File: src/hw/rtl/gamepad_report_conditioner_unit_assert.svh
// Assertion macros used by the report conditioner top level
`ifndef GAMEPAD_REPORT_CONDITIONER_UNIT_ASSERT_SVH
`define GAMEPAD_REPORT_CONDITIONER_UNIT_ASSERT_SVH

// Same-cycle implication under a reset guard
`define GRC_ASSERT_IMP(lbl, clk, rst, ante, cons, msg) \
  lbl: assert property (@(posedge clk) disable iff (rst) (ante) |-> (cons)) else $error(msg);

// Next-cycle implication under a reset guard
`define GRC_ASSERT_NXT(lbl, clk, rst, ante, cons, msg) \
  lbl: assert property (@(posedge clk) disable iff (rst) (ante) |=> (cons)) else $error(msg);

`endif

File: src/hw/rtl/grc_pkg.sv
// Shared types, constants and helpers of the report conditioner
package grc_pkg;

  localparam int AXW       = 16;
  localparam int MAGW      = 15;
  localparam int NUMW      = 2 * MAGW;
  localparam int DIV_STEPS = MAGW;
  // stage 0 front, stages 1..DIV_STEPS divide, last stage output register
  localparam int PIPE_LAST = DIV_STEPS + 1;

  localparam logic [MAGW-1:0] AXIS_FULL    = 15'd32767;
  localparam logic [MAGW-1:0] DZ_CAP       = 15'd32766;
  localparam logic [59:0]     MAP_IDENTITY = 60'hFEDCA9876543210;

  // register indexes
  localparam logic [1:0] REG_FLAGS = 2'd0;
  localparam logic [1:0] REG_DZ_L  = 2'd1;
  localparam logic [1:0] REG_DZ_R  = 2'd2;
  localparam logic [1:0] REG_MAP   = 2'd3;

  // stick_flags bit positions
  localparam int F_INV_LX = 0;
  localparam int F_INV_LY = 1;
  localparam int F_INV_RX = 2;
  localparam int F_INV_RY = 3;
  localparam int F_RAD_L  = 4;
  localparam int F_RAD_R  = 5;
  localparam int F_SCL_L  = 6;
  localparam int F_SCL_R  = 7;
  localparam int F_SWAP   = 8;

  typedef enum logic [1:0] {
    AM_PASS  = 2'd0,
    AM_ZERO  = 2'd1,
    AM_SCALE = 2'd2
  } axis_mode_t;

  typedef struct packed {
    axis_mode_t       mode;
    logic [AXW-1:0]   val;   // post-inversion value, sign in top bit
  } axis_info_t;

  typedef struct packed {
    axis_info_t [3:0] ax;    // 0 LX, 1 LY, 2 RX, 3 RY
    logic [15:0]      buttons;
    logic             swap;
  } grc_side_t;

  // source button of map nibble i (bit 11 is skipped)
  function automatic logic [3:0] map_src(input logic [3:0] i);
    map_src = (i < 4'd11) ? i : i + 4'd1;
  endfunction

endpackage

File: src/hw/rtl/grc_stick.sv
// Deadzone decision and divide operands for one stick
module grc_stick (
  input  logic [grc_pkg::AXW-1:0]  x,
  input  logic [grc_pkg::AXW-1:0]  y,
  input  logic [grc_pkg::MAGW-1:0] dz,
  input  logic                     radial,
  input  logic                     scale,
  output grc_pkg::axis_info_t      ax_x,
  output grc_pkg::axis_info_t      ax_y,
  output logic [grc_pkg::NUMW-1:0] num_x,
  output logic [grc_pkg::NUMW-1:0] num_y,
  output logic [grc_pkg::MAGW-1:0] divisor
);
  import grc_pkg::*;

  logic [MAGW-1:0] dzc, mx, my, dfx, dfy;
  logic            ltx, lty, gtx, gty;
  axis_mode_t      mdx, mdy;

  // capped deadzone and magnitudes
  assign dzc = (dz == AXIS_FULL) ? DZ_CAP : dz;
  assign mx  = x[AXW-1] ? ~x[MAGW-1:0] : x[MAGW-1:0];
  assign my  = y[AXW-1] ? ~y[MAGW-1:0] : y[MAGW-1:0];
  assign ltx = mx < dzc;
  assign lty = my < dzc;
  assign gtx = mx > dzc;
  assign gty = my > dzc;

  // per-axis outcome
  always_comb begin
    mdx = AM_PASS;
    mdy = AM_PASS;
    if (dz != '0) begin
      if (radial) begin
        if (ltx && lty) begin
          mdx = AM_ZERO;
          mdy = AM_ZERO;
        end else if (scale) begin
          mdx = gtx ? AM_SCALE : AM_ZERO;
          mdy = gty ? AM_SCALE : AM_ZERO;
        end
      end else begin
        if (ltx) mdx = AM_ZERO;
        else if (scale) mdx = AM_SCALE;
        if (lty) mdy = AM_ZERO;
        else if (scale) mdy = AM_SCALE;
      end
    end
  end

  // 32767 * (mag - dz) as a shift and subtract
  assign dfx     = mx - dzc;
  assign dfy     = my - dzc;
  assign num_x   = {dfx, {MAGW{1'b0}}} - {{MAGW{1'b0}}, dfx};
  assign num_y   = {dfy, {MAGW{1'b0}}} - {{MAGW{1'b0}}, dfy};
  assign divisor = AXIS_FULL - dzc;

  assign ax_x = '{mode: mdx, val: x};
  assign ax_y = '{mode: mdy, val: y};

endmodule

File: config.mk
export PLATFORM = sky130hd
export DESIGN_NAME = grc_stick
export DESIGN_NICKNAME = d
export VERILOG_FILES = /design/src/hw/rtl/gamepad_report_conditioner_unit_assert.svh /design/src/hw/rtl/grc_pkg.sv /design/src/hw/rtl/grc_stick.sv
export SDC_FILE = /design/constraint.sdc
export NUM_CORES = 1
export LEC_CHECK = 0
export ABC_CLOCK_PERIOD_IN_PS = 9450
export BUFFER_PORTS_ARGS = -buffer_cell sky130_fd_sc_hd__buf_2
export CAP_MARGIN = 5
export CORE_ASPECT_RATIO = 1.75
export CORE_MARGIN = 2
export CORE_UTILIZATION = 50
export DETAILED_ROUTE_END_ITERATION = 10
export PLACE_DENSITY = 0.85
export RECOVER_POWER = 100
export SYNTH_ARGS = -nofsm -noshare
export SYNTH_HDL_FRONTEND = slang
export SYNTH_SLANG_ARGS = --single-unit
File: constraint.sdc
create_clock -name vclk -period 9.45
set_input_delay 1.89 -clock vclk [all_inputs]
set_output_delay 1.89 -clock vclk [all_outputs]
set_load 0.05 [all_outputs]
---- Yosys cells after proc, flatten, opt, wreduce, memory -nomap -nowiden ----
Cells that the tools add are included.
storage, ports and cells
  flip-flop bits (word level) ............. 0
  input bits .............................. 49
cells by class
  add/subtract/negate cells ............... 5
  $lt $le $gt $ge ......................... 4
  equal/unequal tests ..................... 1
  multiplexer cells ....................... 16
  bitwise logic cells ..................... 2
  reduce and logical (&&, ||, !) cells .... 2
operator list
  operator                                      number
  subtractor 30 x 15 -> 30 bit                  2
  2-to-1 mux 15 bit                             3
  > comparator 15 bit                           2
  < comparator 15 bit                           2
  NOT 15 bit                                    2
  subtractor 15 bit                             2
  2-to-1 mux 2 bit                              13
  equality test 15 bit (second input constant)  1
  nonzero test 15 bit                           1
  subtractor 15 bit (first input constant)      1
  logical AND 1 bit                             1

---- Logic depth before layout (Yosys ltp) ----
  depth in word-level cells ............... 8
  depth in mapped cells ................... 16
  gate-level depth less buffers ........... 14

---- Least setup slack after synthesis ----
OpenSTA, ideal clock, no wires.
  path kind ............................... input-to-output
  from .................................... input port y[15] (netlist name)
  to ...................................... output port num_y[28] (netlist name)
  arrival time ............................ 6.595 ns
  slack ................................... 0.965 ns
  cell stages on the path ................. 15
  path buffers ............................ 4
  path through ............................ buf_2 > buf_2 > buf_1 > xnor2_1 > ha_1 > inv_1 > fa_1 > and4_1 > nor4_1 > a2111o_1 > o211a_4 > nand4bb_4 > or2_1 > buf_2 > o41ai_1
between the ends
  cells in the longest elaborated chain, start to end .. 3
RTL lines
  item                          RTL line         text
  start: declaration            grc_stick.sv:4   input logic [grc_pkg::AXW-1:0] y,
  2-to-1 mux 15 bit             grc_stick.sv:23  assign my = y[AXW-1] ? ~y[MAGW-1:0] : y[MAGW-1:0];
  subtractor 15 bit             grc_stick.sv:53  assign dfy = my - dzc;
  subtractor 30 x 15 -> 30 bit  grc_stick.sv:55  assign num_y = {dfy, {MAGW{1'b0}}} - {{MAGW{1'b0}}, dfy};
  end: declaration              grc_stick.sv:11  output logic [grc_pkg::NUMW-1:0] num_y,
Every way passes these cells.

---- Worst setup path after layout ----
  from .................................... input port dz[2] (netlist name)
  to ...................................... output port num_x[24] (netlist name)
between the ends
  cells in the longest elaborated chain, start to end .. 4
RTL lines
  item                              RTL line         text
  start: declaration                grc_stick.sv:5   input logic [grc_pkg::MAGW-1:0] dz,
  equality test 15 bit              grc_stick.sv:21  assign dzc = (dz == AXIS_FULL) ? DZ_CAP : dz;
  2-to-1 mux 15 bit (*)             grc_stick.sv:21
  subtractor 15 bit (*)             grc_stick.sv:52  assign dfx = mx - dzc;
  subtractor 30 x 15 -> 30 bit (*)  grc_stick.sv:54  assign num_x = {dfx, {MAGW{1'b0}}} - {{MAGW{1'b0}}, dfx};
  end: declaration                  grc_stick.sv:10  output logic [grc_pkg::NUMW-1:0] num_x,
Every way passes the cells marked *; elsewhere a longest branch is shown, timed or not.

==> key figures <==
Synth
  – Largest cells by area after synthesis: ha_1 10%, xor2_1 10%, xnor2_1 8.9%, buf_4 6.2%, a21o_1 3.9%
  – Post-synth top area cell: ha_1
  – Synth Warn #: 0
  – Mean Syn Cell Area: 7.25 sq um
  – Cell variety after synth: between 80 and 90
  – Syn nets: 613
  – Mapped Area: 0.00384 sq mm
  – Share of the synthesized area in the top cell type: between 10% and 20%
  – Post-synthesis sequential area ratio: 0%
  – Synth top cells by count: 45 x xor2_1, 39 x xnor2_1, 38 x inv_1
  – Count leader, synth: xor2_1
  – Post-Syn Instances: 530

Floorplan
  – Initial core utilization: between 50% and 60%
  – Core area: 0.00751 sq mm
  – I/O pins: 160
  – DIE HEIGHT: approximately 120 microns
  – Row cnt: 42
  – Die ar.: 0.00844 sq mm
  – Die Wd: 70.3 microns

Finish
  – Final net count: roughly 720
  – Synth-to-Final Area Change: 10.6%
  – Share of cells above drive strength 1: 13.9%
  – FF+latch count: 0
  – Ant diodes: 0
  – Clkbuf count: 0
  – Register area: 0 sq um

Route
  – First-pass iteration count of the detailed router: 5
  – Drt initial violations: 366
  – Routed wire length per instance: 17.0 microns
  – Routed Antenna Nets: 0
  – DRC viols: 0
  – Via count: 4,558
  – Wirelength, routed: 12,300 microns
  – Vias/cell: between 6 and 7

Critical path
  – CP Launch Type: input port
  – Critical path class: input port to output port
  – CP arrival: 6.77 ns
  – CP endpoint kind: output port
  – Crit Path Max Fanout: 8
  – CP startpoint: dz[2]
  – Critical Path Sink: num_x[24]
  – Worst EP required: 7.56 ns

STA
  – Final TNS setup: 0 ns
  – Minimum clock period: between 8 and 9 ns
  – Worst slew margin: 15.7%
  – Final setup violation count: 0
  – Slew Viols, Final: 0
  – Worst-Margin Slew: around 1.3 ns
  – Tcrit/Tclk final: 91.6%
  – Fmax: between 100 and 150 MHz
  – Hold Violations, Final: 0
  – RSZ-0062 raised after global routing: false

Flow run
  – Max-Cap Viols: 0

Global route
  – Largest net degree at the start of global routing: 27
  – First-pass GRT wire length: roughly 20,000 microns
  – Grt total ovfl: 0
  – Initial antenna violation count: 0
  – Global-route usage over all layers: between 20 and 30%
  – Vias in the first global route: 4,272

Run status
  – Status: finished clean

Power and ir drop
  – PwrDens: approximately 210 mW/mm^2
  – Final Total Pwr: 886 uW
  – Cell leakage power: 0.00186 uW
  – Worst vdd ir: 184 uV

Place
  – PortBufs: 160
  – Dpl hpwl: 10,400 microns
  – GPL Wtd Cong: ~1.1

Clock network
  – Post-CTS Hold Fix Bufs: 0
  – Post-CTS resize count: 0
  – Post-CTS Setup Bufs: 0

Min path
  – Worst hold start: x[10]
  – Worst min path class: input port to output port
layout by cell type (no fill, tap or decap), types with 18 or more instances in the layout:
| master | Yosys | routed |
|---|---|---|
| a21o_1 | 20 | 20 |
| a21oi_1 | 25 | 25 |
| buf_2 | 5 | 62 |
| clkbuf_1 | 9 | 98 |
| ha_1 | 32 | 32 |
| inv_1 | 38 | 38 |
| nand2_1 | 25 | 25 |
| nor2_1 | 36 | 36 |
| nor3_1 | 19 | 20 |
| o21ai_0 | 18 | 18 |
| xnor2_1 | 39 | 40 |
| xor2_1 | 45 | 45 |
worst min-delay path by stage:
stage	to	slack, ns	cells past startpoint
2_1_floorplan	ax_x[0]	3.95	1
3_3_place_gp	ax_y[1]	4.09	2
3_5_place_dp	ax_x[10]	4.09	2
4_1_cts	ax_x[10]	4.09	2
5_1_grt	ax_x[10]	4.18	2
6_report	ax_x[10]	4.17	2
layer usage:
| layer | wire (microns) | track usage (%) | vias up |
|---|---|---|---|
| met5 | 0 | 0 | - |
| met1 | 4350 | 29.4 | 2100 |
| met2 | 6520 | 55.1 | 287 |
| li1 | - | - | 2120 |
| met3 | 892 | 1.68 | 51 |
| met4 | 580 | 11.5 | 0 |
worst max-delay path, cell delays in order:
cell and delay, ns:
clkbuf_1 0.42, nand4_1 0.16, o41a_1 0.48, ha_1 0.23, nor2b_1 0.17, a2bb2oi_2 0.18
o211ai_1 0.21, o41ai_1 0.75, a221oi_1 0.20, xnor2_1 0.26, nor3_1 0.82, a41oi_1 0.29
xor2_1 0.21, clkbuf_1 0.49
through the flow:
step	std cells	hold WS [ns]	worst slack (ns)	util (%)	area (sq um)
2_1_floorplan	530	3.95	0.965	-	3840
3_3_place_gp	726	4.09	1.67	58.6	4400
3_5_place_dp	726	4.09	1.43	58.6	4400
4_1_cts	726	4.09	1.41	58.6	4400
5_1_grt	726	4.18	0.559	56.6	4250
6_report	726	4.17	0.794	56.6	4250
power breakdown:
| part | switching, uW | leakage (uW) | total, uW | internal [uW] |
|---|---|---|---|---|
| Clock | 0 | 0 | 0 | 0 |
| Combinational | 673 | 0.00186 | 886 | 212 |
| Sequential | 0 | 0 | 0 | 0 |
| Total | 673 | 0.00186 | 886 | 212 |
final cells by class:
| class | count | area (sq um) |
|---|---|---|
| tap | 88 | 110 |
| inverter | 38 | 143 |
| multi-input combinational | 440 | 3320 |
| timing repair buffer | 160 | 678 |
| fill | 755 | 3260 |
cell families after synthesis:
| kind of cell | Yosys count | synth area share, % |
|---|---|---|
| fa+ha+maj | 34 | 11.5 |
| compound gates | 130 | 25.5 |
| buf+inv | 90 | 12.9 |
| xor+xnor | 90 | 21.8 |
| mux | 6 | 1.69 |
| simple gates | 180 | 26.7 |
No activity file was read; power rests on OpenSTA's default activity.
