File: config.mk
export PLATFORM = sky130hd
export DESIGN_NAME = grc_div_lane
export DESIGN_NICKNAME = d
export VERILOG_FILES = /design/src/hw/rtl/gamepad_report_conditioner_unit_assert.svh /design/src/hw/rtl/grc_pkg.sv /design/src/hw/rtl/grc_div_lane.sv
export SDC_FILE = /design/constraint.sdc
export NUM_CORES = 1
export LEC_CHECK = 0
export BUFFER_PORTS_ARGS = -buffer_cell sky130_fd_sc_hd__buf_2
export CORE_MARGIN = 2
export CORE_UTILIZATION = 55
export DETAILED_ROUTE_END_ITERATION = 10
export PLACE_DENSITY = 0.71
export SYNTH_ARGS = -nofsm -noshare
export SYNTH_HDL_FRONTEND = slang
export SYNTH_SLANG_ARGS = --single-unit
File: constraint.sdc
create_clock -name clk -period 3.4 [get_ports clk]
set_input_delay 0.51 -clock clk [delete_from_list [all_inputs] [get_ports clk]]
set_output_delay 0.51 -clock clk [all_outputs]
set_load 0.01 [all_outputs]
File: src/hw/rtl/gamepad_report_conditioner_unit_assert.svh
// Assertion macros used by the report conditioner top level
`ifndef GAMEPAD_REPORT_CONDITIONER_UNIT_ASSERT_SVH
`define GAMEPAD_REPORT_CONDITIONER_UNIT_ASSERT_SVH

// Same-cycle implication under a reset guard
`define GRC_ASSERT_IMP(lbl, clk, rst, ante, cons, msg) \
  lbl: assert property (@(posedge clk) disable iff (rst) (ante) |-> (cons)) else $error(msg);

// Next-cycle implication under a reset guard
`define GRC_ASSERT_NXT(lbl, clk, rst, ante, cons, msg) \
  lbl: assert property (@(posedge clk) disable iff (rst) (ante) |=> (cons)) else $error(msg);

`endif

File: src/hw/rtl/grc_pkg.sv
// Shared types, constants and helpers of the report conditioner
package grc_pkg;

  localparam int AXW       = 16;
  localparam int MAGW      = 15;
  localparam int NUMW      = 2 * MAGW;
  localparam int DIV_STEPS = MAGW;
  // stage 0 front, stages 1..DIV_STEPS divide, last stage output register
  localparam int PIPE_LAST = DIV_STEPS + 1;

  localparam logic [MAGW-1:0] AXIS_FULL    = 15'd32767;
  localparam logic [MAGW-1:0] DZ_CAP       = 15'd32766;
  localparam logic [59:0]     MAP_IDENTITY = 60'hFEDCA9876543210;

  // register indexes
  localparam logic [1:0] REG_FLAGS = 2'd0;
  localparam logic [1:0] REG_DZ_L  = 2'd1;
  localparam logic [1:0] REG_DZ_R  = 2'd2;
  localparam logic [1:0] REG_MAP   = 2'd3;

  // stick_flags bit positions
  localparam int F_INV_LX = 0;
  localparam int F_INV_LY = 1;
  localparam int F_INV_RX = 2;
  localparam int F_INV_RY = 3;
  localparam int F_RAD_L  = 4;
  localparam int F_RAD_R  = 5;
  localparam int F_SCL_L  = 6;
  localparam int F_SCL_R  = 7;
  localparam int F_SWAP   = 8;

  typedef enum logic [1:0] {
    AM_PASS  = 2'd0,
    AM_ZERO  = 2'd1,
    AM_SCALE = 2'd2
  } axis_mode_t;

  typedef struct packed {
    axis_mode_t       mode;
    logic [AXW-1:0]   val;   // post-inversion value, sign in top bit
  } axis_info_t;

  typedef struct packed {
    axis_info_t [3:0] ax;    // 0 LX, 1 LY, 2 RX, 3 RY
    logic [15:0]      buttons;
    logic             swap;
  } grc_side_t;

  // source button of map nibble i (bit 11 is skipped)
  function automatic logic [3:0] map_src(input logic [3:0] i);
    map_src = (i < 4'd11) ? i : i + 4'd1;
  endfunction

endpackage

File: src/hw/rtl/grc_div_lane.sv
// Pipelined restoring divider, one quotient bit per stage
module grc_div_lane (
  input  logic                       clk,
  input  logic [grc_pkg::DIV_STEPS:0] en,
  input  logic [grc_pkg::NUMW-1:0]   num,
  input  logic [grc_pkg::MAGW-1:0]   divisor,
  output logic [grc_pkg::MAGW-1:0]   quot
);
  import grc_pkg::*;

  // partial remainder, numerator low bits turning into quotient, divisor
  logic [MAGW-1:0] rem [DIV_STEPS+1];
  logic [MAGW-1:0] lo  [DIV_STEPS+1];
  logic [MAGW-1:0] d   [DIV_STEPS+1];
  logic [MAGW-1:0] rem_next [DIV_STEPS+1];
  logic [MAGW-1:0] lo_next  [DIV_STEPS+1];

  // one compare-subtract per stage
  always_comb begin
    logic [MAGW:0] t, df;
    logic          ge;
    rem_next[0] = num[NUMW-1:MAGW];
    lo_next[0]  = num[MAGW-1:0];
    for (int k = 1; k <= DIV_STEPS; k++) begin
      t           = {rem[k-1], lo[k-1][MAGW-1]};
      df          = t - {1'b0, d[k-1]};
      ge          = t >= {1'b0, d[k-1]};
      rem_next[k] = ge ? df[MAGW-1:0] : t[MAGW-1:0];
      lo_next[k]  = {lo[k-1][MAGW-2:0], ge};
    end
  end

  always_ff @(posedge clk) begin
    if (en[0]) d[0] <= divisor;
    for (int k = 0; k <= DIV_STEPS; k++) begin
      if (en[k]) begin
        rem[k] <= rem_next[k];
        lo[k]  <= lo_next[k];
      end
    end
    for (int k = 1; k <= DIV_STEPS; k++) begin
      if (en[k]) d[k] <= d[k-1];
    end
  end

  assign quot = lo[DIV_STEPS];

endmodule

Yosys cells after proc, flatten, opt, wreduce, memory -nomap -nowiden
Memory sizes are Yosys's and may differ from the RTL's.
Index checks and enable logic that the tools add are counted.
{"block": "op_classes", "n_addsub": 15, "order_cmp": 15, "mux": 47}
{"operator": "16-bit by 15-bit >= comparator with 1-bit output", "count": 15}
{"operator": "15-bit two-way mux", "count": 15}
{"operator": "15-bit subtractor", "count": 15}
{"operator": "1-bit two-way mux", "count": 32}
{"block": "word_totals", "register_bits": 0, "ramBits": 720, "input_bits": 62, "n_memories": 3}
{"memory": "d", "words": 16, "width": 15, "read_ports": 15, "rd_clocked_by_memory_dff": 0, "write_ports": 16, "line_no": "grc_div_lane.sv:14", "text": "logic [MAGW-1:0] d [DIV_STEPS+1];"}
{"memory": "lo", "words": 16, "width": 15, "read_ports": 16, "rd_clocked_by_memory_dff": 0, "write_ports": 16, "line_no": "grc_div_lane.sv:13", "text": "logic [MAGW-1:0] lo [DIV_STEPS+1];"}
{"memory": "rem", "words": 16, "width": 15, "read_ports": 15, "rd_clocked_by_memory_dff": 0, "write_ports": 16, "line_no": "grc_div_lane.sv:12", "text": "logic [MAGW-1:0] rem [DIV_STEPS+1];"}

Longest topological paths before layout
Gate-level depths: netlist of the first run.
{"block": "logic_depth", "ltp_word": 2, "ltp_mapped": 13, "mapped_depth_nobuf": 11}

Least setup slack after synthesis of the first run
No wires, ideal clock.
{"block": "synth_timing", "kind": "register -> register", "start": "memory d[4][0] (netlist: d[0][60])", "end": "memory rem[5][5] (netlist: rem[0][80]) (data pin)", "setup_ns": 0.260, "arrival_time_ns": 2.605, "t_required_ns": 3.140, "slack_ns": 0.535, "path_stages_with_launch": 11, "synth_period_minus_slack_ns": 2.865, "cell_sequence": "edfxtp_1 ha_1 fa_1 nor2b_1 o21ai_0 a21oi_1 o22ai_1 o21ai_1 a2bb2oi_1 buf_2 mux2_2"}
{"element": "from (decl)", "line_no": "grc_div_lane.sv:14"}
{"element": "to (decl)", "line_no": "grc_div_lane.sv:12"}

==> qor.txt, run 1 <==
Worst path max stage delay: 450 ps
Type of the worst min-delay path: input port to flop
Share of layout cells above drive strength 1: 0.112
Layout area overhead: 11.3%
Mux cell area share after synthesis: 0.0263
Final wirelength: 64500 µm
Avg Vias per Cell: 5.58
Register area share after synthesis: 0.616
Synth Flop Type: edfxtp_1
Largest net degree at the start of global routing: 46
Grt total ovfl: 0
# port buffers: 76
Clock buffer depth: 3
Setup Slack @ Placement: 228 ps
Die width: 251 µm
Synth Area in Adders: 0.0920
#FFs+latches synth: 690
Hold_ws: 82.1 ps
Run status: completed
Final setup margin: 180 ps
Total CTS buffers: 74
Asr flop ratio synth: 0
P_leak: 15.0 nW
Synth Area in Compound Gates: 0.108
Number of setup buffers added after CTS: 0
Comb power frac: 0.374
Top cell by count, worst path: nor2b_1
Maximum vdd drop: 426 µV
Die area: 63200 µm²
Global-route wire length before repair: 103000 µm
Initial antenna violation count: 0
Post-synth EDFFs: 690
P_int: 0.0228 W
WP data required: 3810 ps
Crit Path Max Fanout: 24
Final min period: 3220 ps
DR DRC count: 0
Placed cell count: 3450
Crit Path Class: flop to flop
Worst setup SP type: flop
WP buf/inv: 1
Final Cycle Share: 0.947
Final Hold Viols: 0
CTS tree: built
Most frequent cells in the layout: edfxtp_1, inv_1, ha_1
Initial Utilization: 0.557
Post-Synth XOR/XNOR Area: 0.0398
Switching share of power: 0.331
Worst slew margin: 0.227
GRT Total Usage: 0.205
Final Max Tran Viols: 0
Crit end category: flop
Flop pwr share: 0.385
Non-Filler Instances: 3584
Worst slew pin tran: 1160 ps
Achievable frequency: 0.311 GHz
Syn avg cell area: 12.9 µm²
Hpwl dp: 47100 µm
Synth unique cells: 80
Simple-Gate Fraction of Synth Area: 0.0770
Vias in the first global route: 20150
DRT iter0 DRCs: 1369
Synth Warn #: 0
1st-pass router iterations: 7
Max_cap viols: 0
Vias: 19989
Height of the chip: 251 µm
CP arrival: 3630 ps
Post-Syn Nets: 2920
Pwr Density: 911 nW/µm²
Root Driver: clkbuf_16
Cells after Synth: 2619
Final setup TNS: 0 ps
NetSw: 0.0113 W
CP cell instances: ha_1 -> fa_1 -> nor2b_1 -> o21ai_0 -> nor2b_1 -> o221ai_1 -> a311oi_2 -> a22o_1 -> buf_12 -> o31ai_1
Unrepaired setup endpoints after global routing: no
Clk slew on worst S/H paths: 60 ps
GPL Wtd Cong: 0.941
CP max stage cell: edfxtp_1
Commonest non-fill, non-tap cell in the layout: edfxtp_1
CP delay by family, top: compound AO/OA/AOI/OAI gates
Antenna Nets Post-Route: 0
Final-stage net count: 3045
Clk pwr share: 0.240
H-Tree Depth: 3
# setup viols final: 0
Row Count: 90
Clock Latency Late Sink: 600 ps
DR WL/cell: 18.0 µm
Worst clock skew: 15.5 ps
Cell Area, Synth: 33700 µm²
Core ar.: 60500 µm²
I/O pin cnt: 77
Combinational family with the most area after synthesis: compound AO/OA/AOI/OAI gates
Total clock sinks: 690
# diodes: 0
[power by group through the flow]
stage	clock, W	sequential (W)	combinational, W
global placement	0	0.0133	0.0122
finish	0.00820	0.0131	0.0128
CTS	0.00841	0.0132	0.0127
detailed placement	0	0.0133	0.0126
floorplan	0	0.0128	0.00999
global route	0.00871	0.0133	0.0142
[flip-flops by register name, indices dropped and copies added (netlist names)]
register,count
d,225
lo,240
rem,225
[cells by family after synthesis]
family                   Yosys count
adder cells (fa/ha/maj)          239
XOR/XNOR                         153
flip-flops                       690
multiplexers                      78
buffers and inverters            337
AO/OA/AOI/OAI                    586
AND/OR/NAND/NOR                  536
[cell type report]
type / count / area (µm²)
inverter: 283 / 1060
fill: 4490 / 23000
clock inverter: 47 / 512
timing repair buffer: 103 / 608
multi-input combinational: 1592 / 11600
clock buffer: 87 / 1990
sequential: 690 / 20700
tap: 782 / 978
[synth_stat cells, types with 5 or more instances]
cell	instances	area, µm²
nor3_1	46	230
o31ai_1	19	143
buf_2	13	65.1
mux2_2	54	608
buf_4	18	135
o21ai_0	176	881
a21oi_1	147	736
clkbuf_1	19	71.3
nor4_1	5	31.3
edfxtp_1	690	20700
o21a_1	46	345
inv_1	281	1050
nand3_1	25	125
nand2b_1	33	206
and3_1	11	68.8
or2_2	8	50.1
nor3b_1	5	37.5
fa_1	14	280
nand4_1	26	163
o21ai_1	10	50.1
ha_1	225	2820
o31a_1	8	70.1
nor2_1	132	495
o2111ai_1	6	52.6
mux2_1	9	101
nand2_1	158	593
a31oi_1	19	119
or3_1	11	68.8
xor2_1	68	596
nor2_2	9	56.3
nor2b_1	47	294
mux2_4	5	75.1
a21oi_2	11	96.3
a211oi_1	13	97.6
mux2i_1	10	100
o21bai_1	9	67.6
a21o_1	63	473
xnor2_1	85	744
[path summary, 6_finish.rpt]
| kind | start | endpoint | slack (ps) | cells after the start |
|---|---|---|---|---|
| hold / removal | num[28] | rem[0][13] | 80 | 1 |
| setup reg to reg | d[0][30] | rem[0][48] | 180 | 10 |
| setup / recovery | d[0][30] | rem[0][48] | 180 | 10 |
| hold reg to reg | lo[1][12] | lo[1][28] | 410 | 0 |
[what timing repair did]
item | CTS | global route
resized for setup | 0 | 1
setup endpoints to repair | 0 | 1
hold buffers | 0 | 0
[through the flow]
step / util / area (µm²) / total power [W]
final: 0.619 / 37500 / 0.0341
after global routing: 0.619 / 37500 / 0.0363
after CTS: 0.619 / 37500 / 0.0343
after detailed placement: 0.578 / 35000 / 0.0259
after global placement: 0.578 / 35000 / 0.0255
after floorplan: - / 33700 / 0.0228
[per-layer routing]
layer | track usage | part of all wire | vias to the layer above
li1 | - | - | 9844
met3 | 0.0313 | 0.036 | 155
met5 | 0 | 0 | -
met2 | 0.364 | 0.50 | 419
met4 | 0.0755 | 0.033 | 0
met1 | 0.255 | 0.43 | 9571
(Power assumes the default switching activity.)
==> run 2: changes to the inputs <==
==> constraint.sdc (replaced) <==
create_clock -name clk -period 3.4 [get_ports clk]
set_input_delay 0.68 -clock clk [delete_from_list [all_inputs] [get_ports clk]]
set_output_delay 0.68 -clock clk [all_outputs]
set_load 0.01 [all_outputs]
==> qor.txt, run 2 (synthesis gave the netlist of run 1 again) <==
Worst clock skew: 22.7 ps (+7.19 ps)
Reg-to-Reg End: rem[0][79]
Max FFs per register: 240 (unchanged)
Grt total ovfl: 0 (unchanged)
R2r setup slk: 150 ps (-30 ps)
Filler Cells Inserted: 4534 (+0.98%)
CTS tree: built
I/O pin cnt: 77 (unchanged)
Worst slew pin tran: 1180 ps (+20.9 ps)
H-Tree Depth: 3 (unchanged)
Crit path capture: rem[0][79]
Antenna Nets Post-Route: 0 (unchanged)
DR DRC count: 0 (unchanged)
Global-route wire length before repair: 104000 µm (+0.90%)
Vias in the first global route: 20389 (+1.2%)
RR Startpoint: d[0][60]
CP delay by family, top: compound AO/OA/AOI/OAI gates
Hold wc startpoint: num[28]
Max_cap viols: 0 (unchanged)
Hpwl dp: 47100 µm (about the same)
# diodes: 0 (unchanged)
Total CTS buffers: 73 (-1.4%)
Layout area overhead: 10.9%
Clk pwr share: 0.232 (-0.008)
Worst setup SP type: flop
WP buf/inv: 1 (unchanged)
Post-CTS resize count: 0 (unchanged)
1st-pass router iterations: 5 (-2)
GRT Total Usage: 0.207 (+0.00158)
Worst path max stage delay: 470 ps (+20 ps)
Comb power frac: 0.378 (+0.004)
Crit Path Class: flop to flop
CP cell instances: ha_1 -> fa_1 -> nor2b_1 -> o21ai_0 -> a21oi_1 -> o22ai_1 -> o21ai_1 -> a2bb2oi_2 -> buf_4 -> mux2_2
# setup viols final: 0 (unchanged)
NetSw: 0.0113 W (about the same)
Critical path depth in cells: 10 (unchanged)
Run status: completed
Core ar.: 60500 µm² (unchanged)
Root Driver: clkbuf_16
P_leak: 14.9 nW (-0.42%)
Avg Vias per Cell: 5.62 (+0.79%)
Pwr Density: 904 nW/µm² (-0.75%)
Switching share of power: 0.335 (+0.00378)
Non-Filler Instances: 3585 (+0.028%)
Biggest register: lo
Final min period: 3250 ps (+31.6 ps)
Height of the chip: 251 µm (unchanged)
Final Max Tran Viols: 0 (unchanged)
Worst slew margin: 0.213 (-0.0140)
WP data required: 3740 ps (-70 ps)
Final wirelength: 64200 µm (-0.33%)
Final Hold Viols: 0 (unchanged)
Row Count: 90 (unchanged)
Type of the worst min-delay path: input port to flop
Maximum vdd drop: 583 µV (+37%)
Number of setup buffers added after CTS: 0 (unchanged)
Clock buffer depth: 3 (unchanged)
Top Registers: lo: 240 flops, d: 225 flops, rem: 225 flops
DR WL/cell: 17.9 µm (-0.36%)
CP max stage cell: edfxtp_1
DRT iter0 DRCs: 1521 (+11%)
Flop pwr share: 0.390 (+0.005)
Share of layout cells above drive strength 1: 0.112 (-0.000397)
Placed cell count: 3452 (+0.058%)
Clk slew on worst S/H paths: 60 ps (about the same)
P_int: 0.0225 W (-1.6%)
Unrepaired setup endpoints after global routing: no
Setup crit start: d[0][60]
Achievable frequency: 0.308 GHz (-0.97%)
Clock Latency Late Sink: 610 ps (about the same)
Final-stage net count: 3046 (+0.033%)
Largest net degree at the start of global routing: 46 (unchanged)
# port buffers: 76 (unchanged)
CP arrival: 3590 ps (-40 ps)
Most frequent cells in the layout: edfxtp_1, inv_1, ha_1
Crit end category: flop
Vias: 20152 (+0.82%)
# hold bufs at CTS: 0 (unchanged)
GPL Wtd Cong: 0.941 (about the same)
Total clock sinks: 690 (unchanged)
Final setup TNS: 0 ps (unchanged)
Die area: 63200 µm² (unchanged)
R2R depth: 10 (unchanged)
Commonest non-fill, non-tap cell in the layout: edfxtp_1
Initial antenna violation count: 0 (unchanged)
Initial Utilization: 0.557 (unchanged)
Final Cycle Share: 0.956 (+0.00929)
Die width: 251 µm (unchanged)
Crit Path Max Fanout: 17 (-29%)
-- run 2: cell count changes in the layout (fill, tap and decap cells not counted), moves of 2 or more --
cell,before,now
buf_4,25,27
bufinv_16,11,8
clkbuf_1,9,15
clkbuf_16,78,74
clkinv_1,18,14
clkinv_2,13,11
inv_6,1,4
-- run 2: worst register-to-register path, stage by stage (launching register included) --
cell	delay (ps)
edfxtp_1	470
ha_1	260
fa_1	420
nor2b_1	120
o21ai_0	130
a21oi_1	220
o22ai_1	190
o21ai_1	300
a2bb2oi_2	240
buf_4	260
mux2_2	390
-- run 2: power by group through the flow --
stage	clock (W)	sequential [W]	combinational, W
6_report	0.00784	0.0131	0.0128
5_1_grt	0.00836	0.0133	0.0143
4_1_cts	0.00804	0.0132	0.0127
3_5_place_dp	0	0.0133	0.0126
3_3_place_gp	0	0.0133	0.0122
2_1_floorplan	0	0.0128	0.00999
-- run 2: cell type report --
type / count / area, µm² / area share
timing repair buffer: 105 / 623 / 0.0167
clock buffer: 89 / 1910 / 0.0511
sequential: 690 / 20700 / 0.555
multi-input combinational: 1592 / 11600 / 0.310
inverter: 283 / 1060 / 0.0284
tap: 782 / 978 / 0.0262
clock inverter: 44 / 459 / 0.0123
-- run 2: how the worst min path moves through the flow --
stage | slack (ps) | endpoint | depth (start not counted)
after floorplan | 400 | lo[0][100] | 0
after global placement | 400 | lo[1][50] | 0
after detailed placement | 400 | lo[0][113] | 0
after CTS | 200 | rem[0][4] | 1
after global routing | 200 | rem[0][1] | 1
final | 240 | rem[0][13] | 1
-- run 2: routing by layer --
layer | GRT usage | vias to the layer above | routed length (µm)
li1 | - | 9849 | -
met1 | 0.258 | 9768 | 27600
met2 | 0.370 | 416 | 32700
met3 | 0.0312 | 119 | 2160
met4 | 0.0673 | 0 | 1740
met5 | 0 | - | 0
-- run 2: through the flow --
stage / cell area [µm²] / power, W / utilization / hold WS, ps / setup slack (ps)
6_report: 37300 / 0.0337 / 0.617 / 242 / 149
5_1_grt: 37300 / 0.0360 / 0.617 / 202 / 4.11
4_1_cts: 37300 / 0.0339 / 0.617 / 197 / 165
3_5_place_dp: 35000 / 0.0259 / 0.578 / 405 / 177
3_3_place_gp: 35000 / 0.0255 / 0.578 / 402 / 189
2_1_floorplan: 33700 / 0.0228 / - / 400 / 535
==> run 3: changes to the inputs <==
Settings changed: PLACE_DENSITY 0.71 to 0.82.
==> qor.txt, run 3 (synthesis gave the netlist of run 1 again) <==
Final Hold Viols: 0 (unchanged)
Die width: 251 µm (unchanged)
1st-pass router iterations: 8 (+3)
Reg-to-Reg End: rem[1][42]
Pwr Density: 902 nW/µm² (-0.24%)
Run status: completed
Total clock sinks: 690 (unchanged)
Achievable frequency: 0.307 GHz (-0.21%)
Vias: 20231 (+0.39%)
Die area: 63200 µm² (unchanged)
Hold path endpoint: rem[0][3]
Core ar.: 60500 µm² (unchanged)
Max FFs per register: 240 (unchanged)
Unrepaired setup endpoints after global routing: no
Root Driver: clkbuf_16
GRT Total Usage: 0.204 (-0.00271)
Layer with the highest usage: met2
Type of the worst min-delay path: input port to flop
Sequential cell area: 20700 µm² (unchanged)
Clock buffer depth: 3 (unchanged)
# hold bufs at CTS: 0 (unchanged)
P_leak: 14.9 nW (-0.11%)
Initial Utilization: 0.557 (unchanged)
WP data required: 3740 ps (about the same)
Filler Cells Inserted: 4438 (-2.1%)
Initial antenna violation count: 0 (unchanged)
Layout area overhead: 10.8%
R2R depth: 10 (unchanged)
Final setup TNS: 0 ps (unchanged)
Clk slew on worst S/H paths: 60 ps (about the same)
Final Cycle Share: 0.958 (+0.00200)
Fin area: 37300 µm² (-0.17%)
Final wirelength: 63700 µm (-0.83%)
# port buffers: 76 (unchanged)
Height of the chip: 251 µm (unchanged)
GR Util met1: 0.229 (-0.0296)
DRT iter0 DRCs: 1208 (-21%)
Antenna Nets Post-Route: 0 (unchanged)
Total CTS buffers: 72 (-1.4%)
Worst path max stage delay: 420 ps (-50 ps)
Multi-input combinational cell area: 11600 µm² (about the same)
Share of layout cells above drive strength 1: 0.112 (+0.000557)
Final min period: 3260 ps (+6.82 ps)
Biggest register: lo
Worst Hold Path Cells: 1 (unchanged)
Maximum vdd drop: 451 µV (-23%)
WP buf/inv: 1 (unchanged)
Final Max Tran Viols: 0 (unchanged)
Top Registers: lo: 240 flops, d: 225 flops, rem: 225 flops
Crit end category: flop
Hpwl dp: 47400 µm (+0.68%)
Worst clock skew: 33.4 ps (+10.7 ps)
H-Tree Depth: 3 (unchanged)
Worst setup SP type: flop
# setup viols final: 0 (unchanged)
GPL Wtd Cong: 0.907 (-3.6%)
Hold wc startpoint: num[18]
Crit Path Max Fanout: 11 (-6)
Placed cell count: 3451 (-0.029%)
Post-CTS resize count: 0 (unchanged)
Final-stage net count: 3044 (-0.066%)
Clock Latency Late Sink: 600 ps (about the same)
# diodes: 0 (unchanged)
Vias in the first global route: 20669 (+1.4%)
Row Count: 90 (unchanged)
Avg Vias per Cell: 5.65 (+0.53%)
CP cell instances: ha_1 -> fa_1 -> nor2b_1 -> o21ai_0 -> a21oi_1 -> o21ai_0 -> o21ai_2 -> a2bb2oi_1 -> buf_4 -> mux2_2
Non-Filler Instances: 3580 (-0.14%)
Grt met2 use: 0.392 (+0.0220)
Worst slew pin tran: 1130 ps (-53.5 ps)
CP max stage cell: fa_1
Grt met3 use: 0.0320 (+0.000828)
Worst slew margin: 0.248 (+0.0357)
CP arrival: 3600 ps (about the same)
Commonest non-fill, non-tap cell in the layout: edfxtp_1
Largest net degree at the start of global routing: 46 (unchanged)
Number of setup buffers added after CTS: 0 (unchanged)
Global-route wire length before repair: 104000 µm (-0.61%)
Placed cell areas: 34900 µm² (about the same)
DR DRC count: 0 (unchanged)
CTS tree: built
I/O pin cnt: 77 (unchanged)
Crit Path Class: flop to flop
Max_cap viols: 0 (unchanged)
RR Startpoint: d[1][15]
Grt total ovfl: 0 (unchanged)
Top cell by count, worst path: o21ai_0
Most frequent cells in the layout: edfxtp_1, inv_1, ha_1
R2r setup slk: 140 ps (about the same)
CP delay by family, top: compound AO/OA/AOI/OAI gates
DR WL/cell: 17.8 µm (-0.69%)
run 3: cell types whose count changed in the layout (fill, tap and decap cells not counted), sizes merged:
| cell | change |
|---|---|
| buf | -1 |
| inv | -3 |
| clkbuf | -7 |
| clkinvlp | -1 |
| clkinv | +7 |
run 3: worst max-delay path by stage:
stage	from	end	cells after the start
after floorplan	d[0][60]	rem[0][80]	10
after global placement	d[1][15]	rem[1][40]	10
after detailed placement	d[1][15]	rem[1][42]	10
after CTS	d[1][15]	rem[1][42]	10
after global routing	d[1][15]	rem[1][42]	10
final	d[1][15]	rem[1][42]	10
run 3: routing by layer:
layer  share of wire  vias to the layer above
li1                -                     9844
met1            0.39                     9798
met2            0.55                      446
met3           0.033                      143
met4           0.030                        0
met5               0                        -
run 3: through the flow:
| stage | setup slack, ps | hold slack [ps] | utilization | power [W] |
|---|---|---|---|---|
| finish | 142 | 251 | 0.616 | 0.0336 |
| global route | 12.5 | 224 | 0.616 | 0.0357 |
| CTS | 93.5 | 219 | 0.616 | 0.0337 |
| detailed placement | 121 | 405 | 0.578 | 0.0258 |
| global placement | 288 | 401 | 0.578 | 0.0253 |
| floorplan | 535 | 400 | - | 0.0228 |
run 3: power by group:
part | leakage, nW | internal [W] | switching [W] | total (W)
logic | 7.04 | 0.00570 | 0.00705 | 0.0127
clock network | 1.14 | 0.00455 | 0.00317 | 0.00772
registers | 6.75 | 0.0121 | 0.00104 | 0.0131
total | 14.9 | 0.0224 | 0.0113 | 0.0336
run 3: worst reg2reg max path, cell delays in order, from the launching register on:
cell	delay [ps]
edfxtp_1	410
ha_1	230
fa_1	420
nor2b_1	130
o21ai_0	110
a21oi_1	230
o21ai_0	270
o21ai_2	310
a2bb2oi_1	290
buf_4	240
mux2_2	350
run 3: final cells by class:
cell class / instances / share of cell area
Inverter: 283 / 0.0285
Clock inverter: 47 / 0.0123
Tap cell: 782 / 0.0262
Sequential cell: 690 / 0.556
Multi-Input combinational cell: 1592 / 0.311
Clock buffer: 82 / 0.0499
Timing Repair Buffer: 104 / 0.0162
